### src/rtl/core/tbrl_pkg.sv
// ----------------------------------------------------------------------------
// tbrl_pkg
// Shared types and constants for the token bucket rate limiter.
// ----------------------------------------------------------------------------
package tbrl_pkg;

  // Bucket slots; the count is a power of two so the slot is the low index bits
  localparam int NUM_BUCKETS = 256;
  localparam int SLOT_W      = $clog2(NUM_BUCKETS);

  // Field widths
  localparam int RATE_W  = 20;
  localparam int BURST_W = 16;
  localparam int LEVEL_W = 32;
  localparam int TIME_W  = 32;
  localparam int COUNT_W = 32;
  localparam int INDEX_W = 8;
  localparam int PROD_W  = RATE_W + TIME_W;
  localparam int SUM_W   = PROD_W + 1;

  // One token is held as this many level units
  localparam int UNITS_PER_TOKEN = 60000;
  localparam int QUOT_W          = 16;

  // Whole tokens: 60000 = 32 * 1875, so drop five bits, then multiply by
  // the rounded-up reciprocal of 1875 scaled by 2^38 (exact for 27-bit input)
  localparam int                 LVL_PRE_SHIFT = 5;
  localparam int                 RECIP_W       = 28;
  localparam logic [RECIP_W-1:0] RECIP_1875    = 28'd146601551;
  localparam int                 RECIP_SHIFT   = 38;
  localparam int                 QPROD_W       = RECIP_SHIFT + QUOT_W;

  // Configuration register indexes
  localparam int CFG_INDEX_W = 1;
  localparam logic [CFG_INDEX_W-1:0] REG_RATE  = 1'b0;
  localparam logic [CFG_INDEX_W-1:0] REG_BURST = 1'b1;
  localparam int CFG_DATA_W = RATE_W;

  // Request kinds
  localparam logic MODE_CHECK = 1'b0;
  localparam logic MODE_CLEAR = 1'b1;

  // Reset values of the registers
  localparam logic [RATE_W-1:0]  RATE_RESET  = RATE_W'(60);
  localparam logic [BURST_W-1:0] BURST_RESET = BURST_W'(10);

  // Stream widths
  localparam int S_DATA_W = 40;
  localparam int M_DATA_W = 56;

  // One bucket record as kept in the slot memory
  typedef struct packed {
    logic [LEVEL_W-1:0] level;
    logic [TIME_W-1:0]  last_ms;
    logic [COUNT_W-1:0] count;
  } slot_rec_t;

  localparam int REC_W = $bits(slot_rec_t);

  // Sequencer states
  typedef enum logic [2:0] {
    ST_IDLE,
    ST_READ,
    ST_MUL,
    ST_ADD,
    ST_ADMIT,
    ST_DIV,
    ST_OUT
  } state_t;

endpackage

### src/rtl/core/tbrl_div.sv
// ----------------------------------------------------------------------------
// tbrl_div
// Whole-token count of a bucket level: division by the units per token done
// as a shift and one multiplication by a fixed reciprocal.
// ----------------------------------------------------------------------------
module tbrl_div
  import tbrl_pkg::*;
(
  input  logic [LEVEL_W-1:0] dividend,
  output logic [QUOT_W-1:0]  quotient
);

  logic [QPROD_W-1:0] prod;

  // Drop the factor of 32, then scale by the reciprocal of 1875
  assign prod     = QPROD_W'(dividend[LEVEL_W-1:LVL_PRE_SHIFT]) * QPROD_W'(RECIP_1875);
  assign quotient = prod[RECIP_SHIFT +: QUOT_W];

endmodule

### config.mk
export PLATFORM = sky130hd
export DESIGN_NAME = tbrl_div
export DESIGN_NICKNAME = d
export VERILOG_FILES = /design/src/rtl/core/tbrl_pkg.sv /design/src/rtl/core/tbrl_div.sv
export SDC_FILE = /design/constraint.sdc
export NUM_CORES = 1
export LEC_CHECK = 0
export ABC_AREA = 1
export BUFFER_PORTS_ARGS = -buffer_cell sky130_fd_sc_hd__buf_2
export CORE_ASPECT_RATIO = 0.75
export CORE_MARGIN = 4
export CORE_UTILIZATION = 45
export DETAILED_ROUTE_END_ITERATION = 7
export GPL_ROUTABILITY_DRIVEN = 0
export PLACE_DENSITY_LB_ADDON = 0.12
export SLEW_MARGIN = 40
export SYNTH_ARGS = -nofsm -noshare
export SYNTH_HDL_FRONTEND = slang
export SYNTH_SLANG_ARGS = --single-unit
export TNS_END_PERCENT = 1
### constraint.sdc
create_clock -name vclk -period 9.7
set_input_delay 1.455 -clock vclk [all_inputs]
set_output_delay 1.455 -clock vclk [all_outputs]
set_load 0.02 [all_outputs]
==> metrics.md <==
| Metric | Value |
|---|---|
| Status | `completed` |
| Initial antenna violation count | `0` |
| Final setup vio count | `0` |
| Worst-Margin Slew | `between 0.5 and 0.6 ns` |
| Most frequent cells in the layout | `inv_1, fa_1, ha_1` |
| Min-Delay Path Class | `in2out` |
| Placed cell areas | `14200 µm²` |
| Synth Area in XOR/XNOR | `less than 1%` |
| Seq. cell area | `0 µm²` |
| Fin Setup TNS | `0 ns` |
| Main combinational cell family by area after synthesis | `adder cells` |
| Hold_sp | `dividend[31]` |
| Pre-CTS setup slack | `0.696 ns` |
| Worst hold path stage count | `7` |
| Gr usage total | `24.3%` |
| Initial Utilization | `46.0%` |
| Slowest cell on crit path | `fa_1` |
| Postcts setup bufs | `0` |
| Net Count, Synth | `2174` |
| Core box area | `29300 µm²` |
| Sequential area share after synthesis | `0%` |
| Syn Inst Count | `1585` |
| Worst-path cell chain | `buf_2, inv_1, fa_1, inv_1, ha_1, fa_1, inv_1, fa_1, inv_1, fa_1, inv_1, fa_1, fa_1, inv_1, ha_1, nand2_1, nor2_1, nand2_1, nor3_1, nand3_1, nand3_1, nand2_1, nand2_1, buf_2` |
| Die extent in y | `158 µm` |
| Synthesized-area fraction occupied by adder cells | `68.2%` |
| Period utilization | `93.3%` |
| Compound-Gate Fraction of Synth Area | `5.33%` |
| FFs & Latches | `0` |
| Num rows | `54` |
| Port-buffer cells | `between 40 and 50` |
| Commonest non-fill, non-tap cell in the layout | `inv_1` |
| DRC Markers | `0` |
| Synth Cell Area | `between 10000 and 15000 µm²` |
| Area grow syn2layout | `5.24%` |
| Synth cell types | `29` |
| Resized cells post-CTS | `0` |
| Initial DRC Count | `659` |
| Worst hold endpoint | `quotient[15]` |
| Die Area | `between 30000 and 40000 µm²` |
| First-pass GRT wire length | `between 60000 and 70000 µm` |
| Setup WS post-layout | `0.650 ns` |
| Die width | `208 µm` |
| Avg Cell Area, Syn | `8.50 µm²` |
| Clkbuf count | `0` |
| Startpoint Class | `input port` |
| Max_cap viols | `0` |
| Slew HR | `62.6%` |
| Hold Vio Cnt, Final | `0` |
| Required @ worst endpoint | `8.25 ns` |
| Min cycle time layout | `9.05 ns` |
| GRT overflow | `0` |
| Number of global-route vias before repair | `around 11000` |
| Cell area after layout | `14200 µm²` |
| Fmax achieved | `0.110 GHz` |
| CP Max Fanout | `8` |
| ANT cells | `0` |
| Drt wl/cell | `19.0 µm` |
| CP endpoint kind | `output pin` |
| Crit path DAT | `7.59 ns` |
| Yosys warns | `0` |
| Routed vias/inst | `4.94` |
| Final ANT Viol Nets | `0` |
| Max Slew Vio Count | `0` |
| WL final | `38300 µm` |
| Critical path class | `in2out` |
| Layout cell share with drive strength beyond 1 | `3.99%` |
| Filler cell count | `approximately 3000` |
| Fin nets | `2219` |
| DR pass1 iterations | `5` |
| Crit-path max cell delay | `0.74 ns` |
| Cts hold-fix bufs | `0` |
| Unrepaired setup endpoints after global routing | `false` |
| Detailed-route via count | `9982` |
| Mux cell area share after synthesis | `0%` |
| Synth Area in Simple Gates | `11.5%` |
| IO Count | `48` |
| Post-DP HPWL | `approximately 36000 µm` |
| Largest net degree at the start of global routing | `9` |
layer usage:
| layer | vias to the layer above | track usage, % | share of wire [%] |
|---|---|---|---|
| met4 | 0 | 1.13 | 0.64 |
| met1 | 4889 | 38.3 | 51 |
| met3 | 17 | 4.08 | 7.5 |
| met2 | 249 | 37.1 | 41 |
| met5 | - | 0 | 0 |
| li1 | 4827 | - | - |
synthesized netlist by cell type:
cell	number	area [µm²]
nor3_4	1	16.3
inv_2	4	15.0
a21boi_0	1	7.51
nor4_1	2	12.5
nand2_1	198	743
inv_1	524	1970
o21bai_1	9	67.6
nor3_1	11	55.1
nand4_1	17	106
o211ai_1	1	7.51
xnor2_1	1	8.76
or2_2	5	31.3
a21oi_1	71	355
ha_1	262	3280
o21ai_1	3	15.0
nor2_4	2	22.5
o21a_1	5	37.5
and3_1	1	6.26
fa_1	295	5910
nor2_1	73	274
nand3b_1	1	7.51
nor3_2	2	20.0
a21o_1	1	7.51
and2_1	1	6.26
nor2_2	4	25.0
nand2_2	4	25.0
xor2_1	3	26.3
o21ai_0	44	220
nand3_1	39	195
cell type report:
type                            instances  area (µm²)  area share, %
Inverter                              528        1980           14.0
Multi-Input combinational cell       1057       11500           81.0
Tap cell                              392         490           3.46
Timing Repair Buffer                   43         215           1.52
stage by stage:
step                      hold slack (ns)  instances  utilization (%)
after floorplan                      3.40       1585                -
after global placement               3.85       2020             48.4
after detailed placement             3.84       2020             48.4
after CTS                            3.86       2020             48.4
after global routing                 3.97       2020             48.4
final                                3.85       2020             48.4
worst max-delay path by stage:
stage	from	endpoint	slack, ns
final	dividend[14]	quotient[6]	0.65
after global routing	dividend[14]	quotient[6]	0.31
after CTS	dividend[14]	quotient[6]	0.66
after detailed placement	dividend[14]	quotient[6]	0.70
after global placement	dividend[14]	quotient[11]	0.77
after floorplan	dividend[11]	quotient[11]	1.75
critical path: cells and delay by family:
kind | cells | cell delay (ns)
simple gates | 8 | 1.13
buf+inv | 8 | 0.95
fa+ha+maj | 8 | 4.03
cell families (layout without fill, tap and decap cells):
family / Yosys count / after routing
fa+ha+maj: 557 / 557
buf+inv: 528 / 571
simple gates: 361 / 361
compound gates: 135 / 135
xor+xnor: 4 / 4
Power is left out: the tool's default activity adds up to more than one toggle a clock period on the data nets, which glitch-free logic cannot reach.
