[src/rtl/core/tbrl_ram.sv]
// ----------------------------------------------------------------------------
// tbrl_ram
// Generic single-write, single-read RAM with registered read data.
// ----------------------------------------------------------------------------
module tbrl_ram #(
  parameter int WIDTH = 8,
  parameter int DEPTH = 16
) (
  input  logic                     clk,
  input  logic                     we,
  input  logic [$clog2(DEPTH)-1:0] waddr,
  input  logic [WIDTH-1:0]         wdata,
  input  logic                     re,
  input  logic [$clog2(DEPTH)-1:0] raddr,
  output logic [WIDTH-1:0]         rdata
);

  logic [WIDTH-1:0] mem [DEPTH];

  // Write port
  always_ff @(posedge clk) begin
    if (we) begin
      mem[waddr] <= wdata;
    end
  end

  // Registered read port
  always_ff @(posedge clk) begin
    if (re) begin
      rdata <= mem[raddr];
    end
  end

endmodule

[config.mk]
export PLATFORM = sky130hd
export DESIGN_NAME = tbrl_ram
export DESIGN_NICKNAME = d
export VERILOG_FILES = /design/src/rtl/core/tbrl_ram.sv
export SDC_FILE = /design/constraint.sdc
export NUM_CORES = 1
export LEC_CHECK = 0
export ABC_AREA = 1
export ABC_CLOCK_PERIOD_IN_PS = 1250
export BUFFER_PORTS_ARGS = -buffer_cell sky130_fd_sc_hd__buf_2
export CORE_MARGIN = 2
export CORE_UTILIZATION = 45
export CTS_CLUSTER_DIAMETER = 30
export DETAILED_ROUTE_END_ITERATION = 10
export PLACE_DENSITY = 0.66
export SLEW_MARGIN = 20
export SYNTH_ARGS = -nofsm -noshare
export SYNTH_HDL_FRONTEND = slang
export SYNTH_SLANG_ARGS = --single-unit
[constraint.sdc]
create_clock -name clk -period 1.25 [get_ports clk]
set_clock_uncertainty 0.05 [all_clocks]
set_input_delay 0.25 -clock clk [delete_from_list [all_inputs] [get_ports clk]]
set_output_delay 0.25 -clock clk [all_outputs]
set_load 0.01 [all_outputs]
==> reports/metrics.sh, run 1 <==
FIRST_ITER_VIOLATIONS=318
FINAL_ANTENNA_NET_COUNT=0
POST_CTS.REPAIR.SETUP_BUFFERS=0
DR.PASS1.ITERS=5
YS_SEQ_ELEMENTS=136
FILL_CELLS=1083
AVGSYNTHCELLAREA_SQ_UM=10.6
POWER.SWITCHING_mW=2.40
GP_CONGESTION=0.849
MAX_CAP_VIOLATIONS=0
ANTENNA_VIOLATIONS_BEFORE_REPAIR=0
WORST_SLEW_MARGIN_REL_PCT=73.3
CRITICAL_PATH.CELL_CHAIN='buf_2'
CRITPATHREQUIREDTIME_NS=0.95
TIMING.SETUP.CRITICAL_PATH_CLASS='register to output port'
LARGEST_NET_DEGREE_AT_THE_START_OF_GLOBAL_ROUTING=38
DPL_WORST_SLACK_NS=-0.224
TRITONCTS_BUFFERS=17
CTS_BUFFER_DEPTH=2
AREA_GROWTH_PCT=19.8
CRITPATHMAXSTAGEDELAY_NS=0.41
TIMING.HOLD.WORST.CLASS='input pin to register'
REGAREA_SQ_MM=0.00408
SETUP_SLACK_NS=-0.0612
CP_TOP_FAMILY='flip-flops'
HOLD_FAILS_FINAL_RPT=0
ARRIVAL_TIME_REPORTED_FOR_THE_CRITICAL_PATH_ENDPOINT_NS=1.01
LAYOUT_COMMON_CELLS='sky130_fd_sc_hd__nand2_1, sky130_fd_sc_hd__edfxtp_1, sky130_fd_sc_hd__inv_1, sky130_fd_sc_hd__nand3_1'
INITIAL_STANDARD_CELL_UTILIZATION_OF_THE_CORE_PCT=46.1
GLOBALROUTETOTALUTIL_PCT=20.1
MAX_RAIL_DROP_VDD_V=0.00106
FINALCRITPERIODSHARE_PCT=105
NETLIST_INSTANCES=551
CRIT_BUF_INV=1
STATIC-LEAKAGE-POWER_nW=3.02
DIE_H_UM=118
PLACE.DETAILED.HPWL_MM=8.25
CTS.HTREE.LEVELS=4
SYNTH_SEQUENTIAL_AREA_RATIO_PCT=69.8
WORSTPATHMAXFANOUT=1
CLOCK_POWER_SHARE_PCT=46.2
PLACEMENT_ROWS=41
POST_SYNTH_INSTANCE_AREA_SQ_MM=0.00585
POWERDENSITY_mW_PER_MM2=1560
OVERFLOW=0
LAYOUT.NETS=623
STARTPOINT_TYPE='register'
FP.COREAREA_SQ_MM=0.0127
NUMBER_OF_DISTINCT_LIBRARY_CELLS_AFTER_SYNTHESIS=11
SHARE_OF_POWER_BURNED_IN_REGISTERS_PCT=47.4
DIE_AREA_SQ_MM=0.0139
TOTALNEGATIVESETUPSLACK_NS=-0.0999
IOPINCOUNT=27
WORSTSKEWPAIRLATENCY_NS=0.43
VIOLATIONS='setup timing'
WL_CELL_UM=16.7
RUN_STATUS='complete, but fails checks'
DRC_ERRORS=0
HOLDWS_NS=0.150
VIAS_PER_CELL=4.92
SWITCHING_PART_OF_THE_TOTAL_PCT=22.0
PLACE.PORT_BUFFERS=26
RSZ0062_AT_GRT='yes'
ACHIEVABLE-FREQUENCY_MHz=763
CLOCK_PIN_SLEW_ON_THE_WORST_SETUP_AND_HOLD_PATHS_NS=0.06
PORTION_OF_TOTAL_POWER_ATTRIBUTED_TO_COMBINATIONAL_LOGIC_PCT=6.4
SLEW_VIOLATIONS=0
ANTENNADIODECOUNT=0
SETUP-VIOLATIONS-FINAL=3
DIEWIDTH_UM=118
ROUTED_WL_MM=13.2
WARNINGS_FROM_YOSYS=0
CRITPATHCAPTURETYPE='output port'
CTS-ROOT-BUF='sky130_fd_sc_hd__clkbuf_16'
INTPOWER_mW=8.50
FINAL_COMMON_CELL='sky130_fd_sc_hd__nand2_1'
PERIOD_NEEDED_NS=1.31
DETAILROUTE.VIA_COUNT=3880
GRT_FIRST_PASS_WIRELENGTH_MM=20.6
TRITONCTS_CLOCK_TREE='built'
MULTIINPUTGATEAREA_SQ_MM=0.00125
MAPPEDNETLISTNETS=570
FINAL_LAYOUT_SIZE_SUFFIX_GT1_SHARE_PCT=16.0
CPMAXSTAGEDELAYCELL='sky130_fd_sc_hd__edfxtp_1'
CLKSINKCOUNT=136
VIA_COUNT_OF_THE_FIRST_GLOBAL_ROUTING_PASS=3762
WORSTMARGINPINSLEW_NS=0.401
FIN_TOTAL_PWR_mW=10.9
==> timing repair <==
item | in CTS | in global routing
pin swaps | 0 | 1
resized for setup | 1 | 8
setup endpoints to repair | 6 | 11
cloned | 0 | 0
endpoints found under the hold margin | 0 | 0
hold buffers | 0 | 0
==> cell type report <==
cell class              count  area share [%]
well taps                 172            3.07
repair buffers             58            6.63
clock inverters            15            2.57
inverters                 102            5.47
multi-input cells         289            17.9
flip-flops and latches    136            58.3
clock buffers              17            6.07
==> path summary, 6_finish.rpt <==
check / endpoint / cells past startpoint / startpoint / slack, ns
setup / recovery: rdata[7] / 1 / rdata[7] / -0.06
hold / removal: rdata[7] / 1 / re / 0.15
setup reg to reg: rdata[3] / 6 / mem[1][3] / 0.03
hold reg to reg: rdata[4] / 6 / mem[14][4] / 0.71
==> cells by family (layout without fill, tap and decap cells) <==
group,Yosys count,count (layout),synth area share [%]
AND/OR/NAND/NOR,289,289,20.8
flip-flops,136,136,69.8
buffers and inverters,126,192,9.39
==> metal layers <==
metal  vias up  track usage (%)  share of wire [%]
met3        33             4.80                5.8
li1       1891                -                  -
met1      1821             25.4                 42
met5         -                0                  0
met2       135             32.3                 49
met4         0             10.1                3.2
==> sequential cells by signal (all words and copies together) (netlist names) <==
name,count
rdata,8
mem,128
==> synth_stat cells <==
library cell               instances  share of area (%)
sky130_fd_sc_hd__buf_6             6                1.2
sky130_fd_sc_hd__buf_4             4               0.51
sky130_fd_sc_hd__buf_1             1              0.064
sky130_fd_sc_hd__inv_2             2               0.13
sky130_fd_sc_hd__buf_2            13                1.1
sky130_fd_sc_hd__nand2_1         173                 11
sky130_fd_sc_hd__nand3b_1          2               0.26
sky130_fd_sc_hd__nand3_1          97                8.3
sky130_fd_sc_hd__edfxtp_1        136                 70
sky130_fd_sc_hd__nor2_1           17                1.1
sky130_fd_sc_hd__inv_1           100                6.4
==> power by group through the flow <==
stage	registers, mW	clock network, mW	logic [mW]
4_1_cts	5.17	5.10	0.689
3_3_place_gp	5.26	0	0.665
3_5_place_dp	5.26	0	0.676
5_1_grt	5.17	5.26	0.769
6_report	5.17	5.03	0.699
2_1_floorplan	5.27	0	0.360
==> per-stage QoR <==
step,std cells,util [%],cell area [sq um]
final,789,55.3,7010
after floorplan,551,-,5850
after detailed placement,757,50.1,6350
after CTS,789,55.0,6960
after global placement,757,50.1,6350
after global routing,789,55.3,7010
Note: power is estimated with default switching activity, not from simulation.
==> run 2, diff against run 1 <==
- BUFFER_PORTS_ARGS: -buffer_cell sky130_fd_sc_hd__buf_2 -> -buffer_cell sky130_fd_sc_hd__clkbuf_2
- CORE_ASPECT_RATIO: unset -> 1.25
==> reports/metrics.sh, run 2 (same netlist as run 1, synthesis figures left out) <==
RUN_STATUS='complete, no violations'
HOLDPATHSTAGES=1
DRC_ERRORS=0
DIE_H_UM=131
REGISTER_NAME_WITH_THE_MOST_FLOPS='mem'
DR.PASS1.ITERS=5
CRITICAL_PATH.CELL_CHAIN='clkbuf_2'
SETUP_SLACK_NS=0.00311
SLEW_VIOLATIONS=0
BIGGESTREGSBYFLOPS='mem (128), rdata (8)'
DPL_WORST_SLACK_NS=-0.285
LARGEST_NET_DEGREE_AT_THE_START_OF_GLOBAL_ROUTING=40
PLACEMENT_ROWS=46
CLOCK_PIN_SLEW_ON_THE_WORST_SETUP_AND_HOLD_PATHS_NS=0.06
INITIAL_STANDARD_CELL_UTILIZATION_OF_THE_CORE_PCT=46.2
CLKSINKCOUNT=136
TOTALNEGATIVESETUPSLACK_NS=0
WORSTREGTOREGCELLS=6
TIMING.HOLD.WORST.CLASS='input pin to register'
LAYOUT.CELL_AREA.NON_FILLER_SQ_MM=0.00694
RSZ0062_AT_GRT='yes'
HOLD_FAILS_FINAL_RPT=0
CTS-ROOT-BUF='sky130_fd_sc_hd__clkbuf_16'
ANTENNA_VIOLATIONS_BEFORE_REPAIR=0
FINAL_LAYOUT_SIZE_SUFFIX_GT1_SHARE_PCT=14.1
PERIOD_NEEDED_NS=1.25
STATIC-LEAKAGE-POWER_nW=3.01
HOLDWS_NS=0.163
GP_CONGESTION=0.849
WORSTSKEWPAIRLATENCY_NS=0.41
WORST-R2R-SETUP-SLACK_NS=0.04
MAX_CAP_VIOLATIONS=0
CRIT-REG2REG-LAUNCH='mem[6][1]'
GLOBALROUTETOTALUTIL_PCT=20.4
CRIT_BUF_INV=1
VIA_COUNT_OF_THE_FIRST_GLOBAL_ROUTING_PASS=3985
POST_CTS.REPAIR.SETUP_BUFFERS=0
DIE_AREA_SQ_MM=0.0139
POSTCTSRESIZEDCELLS=0
STARTPOINT_TYPE='register'
FILL_CELLS=1087
CRITPATHCAPTURE='rdata[6]'
FP.COREAREA_SQ_MM=0.0127
CRITPATHCAPTURETYPE='output port'
CRITPATHMAXSTAGEDELAY_NS=0.39
DIEWIDTH_UM=106
VIAS_PER_CELL=5.06
ROUTED_WL_MM=13.5
ARRIVAL_TIME_REPORTED_FOR_THE_CRITICAL_PATH_ENDPOINT_NS=0.95
CRIT-REG2REG-CAPTURE='rdata[1]'
IOPINCOUNT=27
LAYOUT_COMMON_CELLS='sky130_fd_sc_hd__nand2_1, sky130_fd_sc_hd__edfxtp_1, sky130_fd_sc_hd__inv_1, sky130_fd_sc_hd__nand3_1, sky130_fd_sc_hd__clkbuf_2'
TRITONCTS_CLOCK_TREE='built'
GRT_FIRST_PASS_WIRELENGTH_MM=20.6
AREA_GROWTH_PCT=18.7
PLACE.PORT_BUFFERS=26
FINAL_COMMON_CELL='sky130_fd_sc_hd__nand2_1'
CTS.HTREE.LEVELS=4
TRITONCTS_BUFFERS=17
FIN_TOTAL_PWR_mW=10.9
WORSTPATHMAXFANOUT=1
DETAILROUTE.VIA_COUNT=3950
ACHIEVABLE-FREQUENCY_MHz=802
TIMING.SETUP.CRITICAL_PATH_CLASS='register to output port'
POWERDENSITY_mW_PER_MM2=1570
PLACE.DETAILED.HPWL_MM=8.31
OVERFLOW=0
WORSTMARGINPINSLEW_NS=0.433
SETUP-VIOLATIONS-FINAL=0
WORST_SLEW_MARGIN_REL_PCT=71.1
CTS_BUFFER_DEPTH=2
FINAL_ANTENNA_NET_COUNT=0
CP_TOP_FAMILY='flip-flops'
WORST_SETUP_PATH_STARTPOINT='rdata[6]'
POST_CTS_HOLD_BUFFER_COUNT=0
CP.DEPTH=1
LARGEST_REGISTER_FF_COUNT=128
LAYOUT.NETS=618
WL_CELL_UM=17.3
PLACEDINSTANCEAREA_SQ_MM=0.00631
FIRST_ITER_VIOLATIONS=248
MAX_RAIL_DROP_VDD_V=0.000723
ANTENNADIODECOUNT=0
CPMAXSTAGEDELAYCELL='sky130_fd_sc_hd__edfxtp_1'
CRITPATHREQUIREDTIME_NS=0.95
FINALCRITPERIODSHARE_PCT=99.8
## run 2: cell count changes in the layout (fill, tap and decap cells not counted), sizes merged
| cell | before | now |
|---|---|---|
| buf | 58 | 27 |
| clkbuf | 17 | 47 |
| bufinv | 3 | 4 |
| clkinvlp | 5 | 0 |
## run 2: how the worst min path moves through the flow
| stage | start | to |
|---|---|---|
| finish | re | rdata[7] |
| global route | re | rdata[7] |
| CTS | re | rdata[7] |
| detailed placement | re | rdata[7] |
| global placement | re | rdata[7] |
| floorplan | wdata[0] | mem[0][0] |
## run 2: per-stage QoR
step,cells,utilization (%)
4_1_cts,780,54.5
5_1_grt,780,54.8
3_3_place_gp,748,49.8
2_1_floorplan,551,-
3_5_place_dp,748,49.8
6_report,780,54.8
## run 2: layer usage
layer  up-vias  GRT usage [%]  share of wire (%)
met1      1896           23.0                 39
met2       135           35.0                 52
met4         0           11.5                4.0
li1       1879              -                  -
met3        40           4.96                5.3
met5         -              0                  0
## run 2: cell type report
class                      count  area, sq um  share of cell area [%]
clock buffer                  21          440                    6.35
inverter                     102          383                    5.52
clock inverter                11          154                    2.22
timing repair buffer          53          420                    6.06
sequential                   136         4080                    58.8
tap                          168          210                    3.03
multi-input combinational    289         1250                    18.0
## run 2: report_power, final
group	internal, mW	total, mW	switching [mW]	leakage, nW
registers	5.14	5.17	0.0270	1.24
logic	0.219	0.685	0.466	1.49
clock network	3.30	5.03	1.73	0.289
